[config.mk]
export PLATFORM = sky130hd
export DESIGN_NAME = sensor_minmax_calibrate_normalize
export DESIGN_NICKNAME = d
export VERILOG_FILES = /design/src/smcn_pkg.sv /design/src/sensor_minmax_calibrate_normalize.sv /design/src/smcn_front.sv /design/src/smcn_div.sv /design/src/smcn_back.sv
export SDC_FILE = /design/constraint.sdc
export NUM_CORES = 2
export LEC_CHECK = 0
export BUFFER_PORTS_ARGS = -buffer_cell sky130_fd_sc_hd__clkbuf_2
export CAP_MARGIN = 25
export CORE_UTILIZATION = 59
export CTS_CLUSTER_SIZE = 40
export DETAILED_ROUTE_END_ITERATION = 10
export HOLD_SLACK_MARGIN = 0.15
export PLACE_DENSITY = 0.78
export SLEW_MARGIN = 20
export SYNTH_ARGS = -nofsm -noshare
export SYNTH_HDL_FRONTEND = slang
export SYNTH_HIERARCHICAL = 1
export SYNTH_SLANG_ARGS = --single-unit
[constraint.sdc]
create_clock -name aclk -period 7.6 [get_ports aclk]
set_clock_uncertainty 0.15 [all_clocks]
set_input_delay 0.76 -clock aclk [delete_from_list [all_inputs] [get_ports aclk]]
set_output_delay 0.76 -clock aclk [all_outputs]
set_load 0.01 [all_outputs]
[src/smcn_pkg.sv]
// Shared constants, types and helpers of the sensor min/max calibrator and normalizer.
`timescale 1ns / 1ps

package smcn_pkg;

    // Converter resolution and number of tracked channels.
    localparam int ADC_BITS    = 12;
    localparam int CHANNELS    = 5;

    // Fixed field layout of the stream words.
    localparam int FIELD_LANES = 5;
    localparam int SAMPLE_W    = 12;
    localparam int LEVEL_W     = 16;
    localparam int CFG_W       = 6;
    localparam int IN_DATA_W   = 64;
    localparam int OUT_DATA_W  = 88;

    // Lanes that carry a calibrated channel.
    localparam int LANES = (CHANNELS < FIELD_LANES) ? CHANNELS : FIELD_LANES;

    // Percent scaling: the scaled numerator needs seven more bits than a sample.
    localparam int PERCENT = 100;
    localparam int NUM_W   = ADC_BITS + 7;
    localparam int CNT_W   = $clog2(NUM_W);

    localparam logic [CFG_W-1:0] WARMUP_RESET = CFG_W'(21);
    localparam logic [CFG_W-1:0] COUNT_MAX    = CFG_W'(63);

    localparam logic [LEVEL_W-1:0] LEVEL_MAX = 16'h7FFF;
    localparam logic [LEVEL_W-1:0] LEVEL_MIN = 16'h8000;

    // Queue between front and back.
    localparam int QUEUE_DEPTH = 2;
    localparam int QPTR_W      = $clog2(QUEUE_DEPTH);
    localparam int QFILL_W     = $clog2(QUEUE_DEPTH + 1);

    // Item kinds, as carried in tuser.
    localparam logic ITEM_CAL  = 1'b0;
    localparam logic ITEM_READ = 1'b1;

    typedef logic [ADC_BITS-1:0] adc_t;

    typedef struct packed {
        logic                   kind;
        adc_t [FIELD_LANES-1:0] sample;
    } item_t;

    typedef struct packed {
        logic  valid;
        item_t item;
    } qhead_t;

    // Fits a 12-bit field to the converter width (truncate or zero-extend).
    function automatic adc_t mask_sample(input logic [SAMPLE_W-1:0] raw);
        logic [SAMPLE_W+ADC_BITS-1:0] ext;
        ext = (SAMPLE_W + ADC_BITS)'(raw);
        return ext[ADC_BITS-1:0];
    endfunction

endpackage

[src/sensor_minmax_calibrate_normalize.sv]
// Top level of the five-channel light sensor min/max calibrator and normalizer.
`timescale 1ns / 1ps

// Channel   Direction  Word contents (lowest bit first)
// s_axis    in         tdata: five 12-bit samples, outer left to outer right; tuser: func
// m_axis    out        tdata: five 16-bit signed levels, then the 5-bit span error mask
// cfg       in         cfg_wdata: warmup_samples, written when cfg_we is high
//
// A calibration word leaves the queue and, once warm-up is over, updates min/max.
// A read word is handled in the back end in order: the lane dividers are loaded,
// the restoring dividers produce one quotient bit per step, and the result register
// is written. The back end takes no new word until that result register is written.
// Reset is synchronous and active low; it restores min 4095, max 0, count 0, warm-up 21.
// A two-word queue parts the input side from the back end, and the result register
// lets calibration words keep flowing while a result waits for m_axis_tready.

module sensor_minmax_calibrate_normalize import smcn_pkg::*; (
    input  logic                  aclk,
    input  logic                  aresetn,
    // Configuration: warmup_samples.
    input  logic                  cfg_we,
    input  logic [CFG_W-1:0]      cfg_wdata,
    // Input words.
    input  logic                  s_axis_tvalid,
    output logic                  s_axis_tready,
    input  logic [IN_DATA_W-1:0]  s_axis_tdata,   // sample_outer_left, sample_left,
                                                  // sample_center, sample_right,
                                                  // sample_outer_right, zero pad
    input  logic                  s_axis_tuser,   // func
    // Result words.
    output logic                  m_axis_tvalid,
    input  logic                  m_axis_tready,
    output logic [OUT_DATA_W-1:0] m_axis_tdata    // level_outer_left, level_left,
                                                  // level_center, level_right,
                                                  // level_outer_right, span_error_mask,
                                                  // zero pad
);

    qhead_t head;
    logic   pop;

    // The front end classifies each word and holds it until the back end is free.
    smcn_front u_front (
        .aclk          (aclk),
        .aresetn       (aresetn),
        .s_axis_tvalid (s_axis_tvalid),
        .s_axis_tready (s_axis_tready),
        .s_axis_tdata  (s_axis_tdata),
        .s_axis_tuser  (s_axis_tuser),
        .pop           (pop),
        .head          (head)
    );

    // The back end tracks the span per channel and normalizes read words.
    smcn_back u_back (
        .aclk          (aclk),
        .aresetn       (aresetn),
        .cfg_we        (cfg_we),
        .cfg_wdata     (cfg_wdata),
        .head          (head),
        .pop           (pop),
        .m_axis_tvalid (m_axis_tvalid),
        .m_axis_tready (m_axis_tready),
        .m_axis_tdata  (m_axis_tdata)
    );

endmodule

[src/smcn_front.sv]
// Front end: accepts input words, classifies them and queues them for the back end.
`timescale 1ns / 1ps

module smcn_front import smcn_pkg::*; (
    input  logic                 aclk,
    input  logic                 aresetn,
    input  logic                 s_axis_tvalid,
    output logic                 s_axis_tready,
    input  logic [IN_DATA_W-1:0] s_axis_tdata,
    input  logic                 s_axis_tuser,
    input  logic                 pop,
    output qhead_t               head
);

    item_t                entry_reg [QUEUE_DEPTH];
    logic [QPTR_W-1:0]    wr_ptr_reg, wr_ptr_next;
    logic [QPTR_W-1:0]    rd_ptr_reg, rd_ptr_next;
    logic [QFILL_W-1:0]   fill_reg, fill_next;
    item_t                in_item;
    logic                 push;
    logic                 do_pop;

    always_comb begin
        in_item.kind = (s_axis_tuser == ITEM_READ) ? ITEM_READ : ITEM_CAL;
        for (int c = 0; c < FIELD_LANES; c++) begin
            in_item.sample[c] = mask_sample(s_axis_tdata[c*SAMPLE_W +: SAMPLE_W]);
        end
    end

    assign s_axis_tready = (fill_reg != QFILL_W'(QUEUE_DEPTH));
    assign push          = s_axis_tvalid && s_axis_tready;
    assign do_pop        = pop && (fill_reg != '0);

    assign head.valid = (fill_reg != '0);
    assign head.item  = entry_reg[rd_ptr_reg];

    always_comb begin
        wr_ptr_next = push   ? QPTR_W'((int'(wr_ptr_reg) + 1) % QUEUE_DEPTH) : wr_ptr_reg;
        rd_ptr_next = do_pop ? QPTR_W'((int'(rd_ptr_reg) + 1) % QUEUE_DEPTH) : rd_ptr_reg;
        fill_next   = fill_reg;
        if (push && !do_pop) begin
            fill_next = fill_reg + 1'b1;
        end else if (!push && do_pop) begin
            fill_next = fill_reg - 1'b1;
        end
    end

    always_ff @(posedge aclk) begin
        if (!aresetn) begin
            wr_ptr_reg <= '0;
            rd_ptr_reg <= '0;
            fill_reg   <= '0;
        end else begin
            wr_ptr_reg <= wr_ptr_next;
            rd_ptr_reg <= rd_ptr_next;
            fill_reg   <= fill_next;
        end
    end

    always_ff @(posedge aclk) begin
        if (push) begin
            entry_reg[wr_ptr_reg] <= in_item;
        end
    end

endmodule

[src/smcn_div.sv]
// One lane of restoring division, one quotient bit per step.
`timescale 1ns / 1ps

module smcn_div import smcn_pkg::*; (
    input  logic             aclk,
    input  logic             load,
    input  logic             step,
    input  logic [NUM_W-1:0] num,
    input  adc_t             den,
    output logic [NUM_W-1:0] quo
);

    adc_t              rem_reg, rem_next;
    logic [NUM_W-1:0]  quo_reg, quo_next;
    adc_t              den_reg;
    logic [ADC_BITS:0] trial;
    logic [ADC_BITS:0] diff;

    always_comb begin
        trial    = {rem_reg, quo_reg[NUM_W-1]};
        diff     = trial - {1'b0, den_reg};
        rem_next = rem_reg;
        quo_next = quo_reg;
        if (trial >= {1'b0, den_reg}) begin
            rem_next = diff[ADC_BITS-1:0];
            quo_next = {quo_reg[NUM_W-2:0], 1'b1};
        end else begin
            rem_next = trial[ADC_BITS-1:0];
            quo_next = {quo_reg[NUM_W-2:0], 1'b0};
        end
    end

    always_ff @(posedge aclk) begin
        if (load) begin
            rem_reg <= '0;
            quo_reg <= num;
            den_reg <= den;
        end else if (step) begin
            rem_reg <= rem_next;
            quo_reg <= quo_next;
        end
    end

    assign quo = quo_reg;

endmodule

[src/smcn_back.sv]
// Back end: min/max tracking, per-lane division sequencer and the result register.
`timescale 1ns / 1ps

module smcn_back import smcn_pkg::*; (
    input  logic                  aclk,
    input  logic                  aresetn,
    input  logic                  cfg_we,
    input  logic [CFG_W-1:0]      cfg_wdata,
    input  qhead_t                head,
    output logic                  pop,
    output logic                  m_axis_tvalid,
    input  logic                  m_axis_tready,
    output logic [OUT_DATA_W-1:0] m_axis_tdata
);

    localparam logic [1:0] ST_IDLE = 2'd0;
    localparam logic [1:0] ST_DIV  = 2'd1;
    localparam logic [1:0] ST_DONE = 2'd2;

    logic [1:0]       state_reg, state_next;
    logic [CNT_W-1:0] cnt_reg, cnt_next;
    logic [CFG_W-1:0] warmup_reg;
    logic [CFG_W-1:0] count_reg;
    adc_t             min_reg [LANES];
    adc_t             max_reg [LANES];
    logic             neg_reg [LANES];
    logic             zero_reg [LANES];
    logic             out_valid_reg, out_valid_next;

    logic [FIELD_LANES-1:0][LEVEL_W-1:0] out_level_reg;
    logic [FIELD_LANES-1:0]              out_err_reg;
    logic [FIELD_LANES-1:0][LEVEL_W-1:0] lane_level;
    logic [FIELD_LANES-1:0]              lane_err;

    logic take_cal;
    logic take_read;
    logic div_step;
    logic out_write;

    assign take_cal  = (state_reg == ST_IDLE) && head.valid && (head.item.kind == ITEM_CAL);
    assign take_read = (state_reg == ST_IDLE) && head.valid && (head.item.kind == ITEM_READ);
    assign pop       = take_cal || take_read;
    assign div_step  = (state_reg == ST_DIV);
    assign out_write = (state_reg == ST_DONE) && (!out_valid_reg || m_axis_tready);

    always_comb begin
        state_next = state_reg;
        cnt_next   = cnt_reg;
        unique case (state_reg)
            ST_IDLE: begin
                if (take_read) begin
                    state_next = ST_DIV;
                    cnt_next   = '0;
                end
            end
            ST_DIV: begin
                cnt_next = cnt_reg + 1'b1;
                if (cnt_reg == CNT_W'(NUM_W - 1)) begin
                    state_next = ST_DONE;
                end
            end
            ST_DONE: begin
                if (out_write) begin
                    state_next = ST_IDLE;
                end
            end
            default: begin
                state_next = ST_IDLE;
            end
        endcase
    end

    always_comb begin
        out_valid_next = out_valid_reg;
        if (out_write) begin
            out_valid_next = 1'b1;
        end else if (m_axis_tready) begin
            out_valid_next = 1'b0;
        end
    end

    always_ff @(posedge aclk) begin
        if (!aresetn) begin
            state_reg     <= ST_IDLE;
            cnt_reg       <= '0;
            out_valid_reg <= 1'b0;
            warmup_reg    <= WARMUP_RESET;
            count_reg     <= '0;
        end else begin
            state_reg     <= state_next;
            cnt_reg       <= cnt_next;
            out_valid_reg <= out_valid_next;
            if (cfg_we) begin
                warmup_reg <= cfg_wdata;
            end
            if (take_cal && (count_reg != COUNT_MAX)) begin
                count_reg <= count_reg + 1'b1;
            end
        end
    end

    for (genvar c = 0; c < FIELD_LANES; c++) begin : g_lane
        if (c < LANES) begin : g_used
            logic [ADC_BITS:0] diff_num;
            logic [ADC_BITS:0] diff_den;
            logic [ADC_BITS:0] abs_num;
            logic [ADC_BITS:0] abs_den;
            logic [NUM_W-1:0]  num;
            logic [NUM_W-1:0]  quo;
            logic [31:0]       quo_x;
            adc_t              smp;

            assign smp      = head.item.sample[c];
            assign diff_num = {1'b0, smp} - {1'b0, min_reg[c]};
            assign diff_den = {1'b0, max_reg[c]} - {1'b0, min_reg[c]};
            assign abs_num  = diff_num[ADC_BITS] ? -diff_num : diff_num;
            assign abs_den  = diff_den[ADC_BITS] ? -diff_den : diff_den;
            assign num      = NUM_W'(abs_num[ADC_BITS-1:0]) * NUM_W'(PERCENT);

            smcn_div u_div (
                .aclk (aclk),
                .load (take_read),
                .step (div_step),
                .num  (num),
                .den  (abs_den[ADC_BITS-1:0]),
                .quo  (quo)
            );

            always_ff @(posedge aclk) begin
                if (!aresetn) begin
                    min_reg[c] <= '1;
                    max_reg[c] <= '0;
                end else if (take_cal && (count_reg >= warmup_reg)) begin
                    if (smp > max_reg[c]) begin
                        max_reg[c] <= smp;
                    end
                    if (smp < min_reg[c]) begin
                        min_reg[c] <= smp;
                    end
                end
            end

            always_ff @(posedge aclk) begin
                if (take_read) begin
                    neg_reg[c]  <= diff_num[ADC_BITS] ^ diff_den[ADC_BITS];
                    zero_reg[c] <= (diff_den == '0);
                end
            end

            // Truncating division of magnitudes, then the sign, then clamp to int16.
            assign quo_x = 32'(quo);
            always_comb begin
                lane_err[c] = 1'b0;
                if (zero_reg[c]) begin
                    lane_level[c] = '0;
                    lane_err[c]   = 1'b1;
                end else if (neg_reg[c]) begin
                    lane_level[c] = (quo_x > 32'd32768) ? LEVEL_MIN : -LEVEL_W'(quo);
                end else begin
                    lane_level[c] = (quo_x > 32'd32767) ? LEVEL_MAX : LEVEL_W'(quo);
                end
            end
        end else begin : g_unused
            assign lane_level[c] = '0;
            assign lane_err[c]   = 1'b0;
        end
    end

    always_ff @(posedge aclk) begin
        if (out_write) begin
            out_level_reg <= lane_level;
            out_err_reg   <= lane_err;
        end
    end

    assign m_axis_tvalid = out_valid_reg;
    assign m_axis_tdata  = OUT_DATA_W'({out_err_reg, out_level_reg});

endmodule

==> reports/metrics.cfg <==
[run_status]
status=completed

[timing]
max_slew_margin_pct=33.0
setup-tns-final_ps=0
hold_violations=0
fmax_mhz=142
period_needed_ps=7060
finalSetupViolCount=0
worst_slew_pin_slew_ps=999
slew_viol_final=0
fin_crit_sh_pct=92.9
grt_setup_unrepaired=false

[flow_run]
max_cap_violations=0

[finish]
largest_register_ffs=122
register_area_mm2=0.0165
multi_input_area_mm2=0.0238
layout-drive-gt1-share_pct=13.2
final_nets=4954
final_cell_mix=492 x edfxtp_1, 460 x ha_1, 436 x inv_1
syn_to_final_growth_pct=9.01
fillers=5585
final_common_cell=edfxtp_1

[worst_setup_path]
criticalPathCategory=flop to flop
crit_fanout=13
crit_buf_inv=3
slowest_stage=dfxtp_4
arrival_ps=7270
startpoint_type=flop
critPathRequiredTime_ps=7810
cp_common_cell=ha_1
critPathTopFamily=compound AO/OA/AOI/OAI gates
slowest_delay_ps=490
cp-end-kind=flop

[routing]
routedWlPerCell_um=16.6
drtIter0Drc=2216
wirelength_um=89400
antenna_left=0
drc=0
vias=31300
drt_first_pass_iters=6
vias_per_cell=5.82

[clock_tree]
clockBufferDepth=3
h-tree-depth=3
cts_setup_buffers=0
worstSkewPairLatency_ps=610
cts_buffers=68
post_cts_resized=0
clkSlewWorstSetupHoldPaths_ps=60
cts-root-buf=clkbuf_16
cts_tree=done
cts_hold_buffers=0
clkSinkCount=577

[place]
dp_hpwl_um=66300
io_buffers=158
routabilityCongestion=0.901

[yosys]
synth_top_family_by_area=adder cells
synth_xor_xnor_area_share_pct=6.18
synth_area_mm2=0.0425
avgSynthCellArea_um2=10.1
syn_inst=4225
synth_ff_type=edfxtp_1
synth_compound_area_share_pct=14.3
ys_ff_latch=577
synth_warnings=6
synth-simple-area-share_pct=15.0
synth_cell_types=109
muxShareOfSynthArea_pct=4.54
synthArstFlopShare_pct=0
synth_fa_ha_area_share_pct=15.8
synth_enable_flop_cells=492
yosysSeqAreaShare_pct=38.8

[worst_hold_path]
hold_path.class=input pin to flop

[global_route]
grt_max_degree=130
grtUsageTotal_pct=24.2
first_global_vias=30200
grt_pass1_wl_um=147000
grt_overflow_total=0
antenna_found_initial=14

[floorplanning]
num_rows=98
core_area_mm2=0.0714
die_h_um=270
die_area_mm2=0.0731
start_util_pct=59.6
io-pin-count=166
die_w_um=270

==> cells by family (layout without fill, tap and decap cells) <==
group                      count (synthesis)  after routing
buffers and inverters                    553            742
and+or+nand+nor                         1227           1227
adders and majority gates                507            507
other                                      1             19
AOI/OAI and AO/OA                        888            888
muxes                                    173            173
DFF                                      577            577
xor gates and xnor gates                 299            299
==> synthesized netlist by cell type, drive strengths merged (31+ instances only) <==
| master | n | area (µm²) |
|---|---|---|
| edfxtp | 492 | 14800 |
| ha | 460 | 5760 |
| inv | 439 | 1650 |
| nand2 | 316 | 1210 |
| nor2 | 265 | 997 |
| a21oi | 213 | 1080 |
| xnor2 | 201 | 1770 |
| o21ai | 188 | 945 |
| mux2 | 158 | 1780 |
| xor2 | 98 | 858 |
| dfxtp | 85 | 1700 |
| clkbuf | 82 | 488 |
| nor3 | 82 | 420 |
| nand3 | 75 | 390 |
| and2 | 67 | 419 |
| nand2b | 67 | 427 |
| a21o | 63 | 477 |
| or3 | 59 | 399 |
| or2 | 53 | 332 |
| a31oi | 50 | 328 |
| o21bai | 48 | 372 |
| fa | 47 | 941 |
| a311oi | 45 | 400 |
| nand4 | 45 | 288 |
| nor2b | 45 | 282 |
| o21a | 38 | 293 |
| nand4b | 37 | 330 |
| o31ai | 37 | 298 |
| buf | 32 | 190 |
| a211oi | 31 | 233 |
==> layer usage <==
metal  vias to the layer above  global-route usage, %  wire length [µm]
met5                         -                      0                84
met4                        14                   8.21              2460
met3                       147                   4.15              5020
met2                       763                   40.1             41900
met1                     14700                   32.0             39900
li1                      15700                      -                 -
==> layout make-up <==
class	count	area share (%)
multi-input cells	3107	51.3
inverters	439	3.56
repair buffers	178	2.11
clock buffers	88	4.03
flip-flops and latches	577	35.6
diodes	6	0.0324
well taps	950	2.57
clock inverters	37	0.805
==> path summary, 6_finish.rpt <==
| check | start | to | slack (ps) | cells past startpoint |
|---|---|---|---|---|
| min reg2reg | u_back/g_lane[0].g_used.u_div/rem_reg[11] | u_back/g_lane[0].g_used.u_div/rem_reg[11] | 320 | 2 |
| max | flop | u_back/g_lane[0].g_used.u_div/quo[18] | 540 | 28 |
| min | s_axis_tdata[57] | u_front/entry_reg[1][57] | 190 | 1 |
| max reg2reg | flop | u_back/g_lane[0].g_used.u_div/quo[18] | 540 | 28 |
==> per-stage QoR <==
| step | hold slack [ps] | utilization (%) | cells | cell area (µm²) | setup WS, ps |
|---|---|---|---|---|---|
| 6_report | 186 | 64.9 | 5382 | 46300 | 539 |
| 3_5_place_dp | 314 | 61.8 | 5251 | 44100 | 566 |
| 5_1_grt | 173 | 64.9 | 5380 | 46300 | 15.3 |
| 2_1_floorplan | 274 | - | 4237 | 42600 | 960 |
| 3_3_place_gp | 301 | 61.7 | 5250 | 44000 | 650 |
| 4_1_cts | 153 | 64.9 | 5376 | 46300 | 541 |
Power is left out: the tool's default activity adds up to more than one toggle a clock period on the data nets, which glitch-free logic cannot reach.
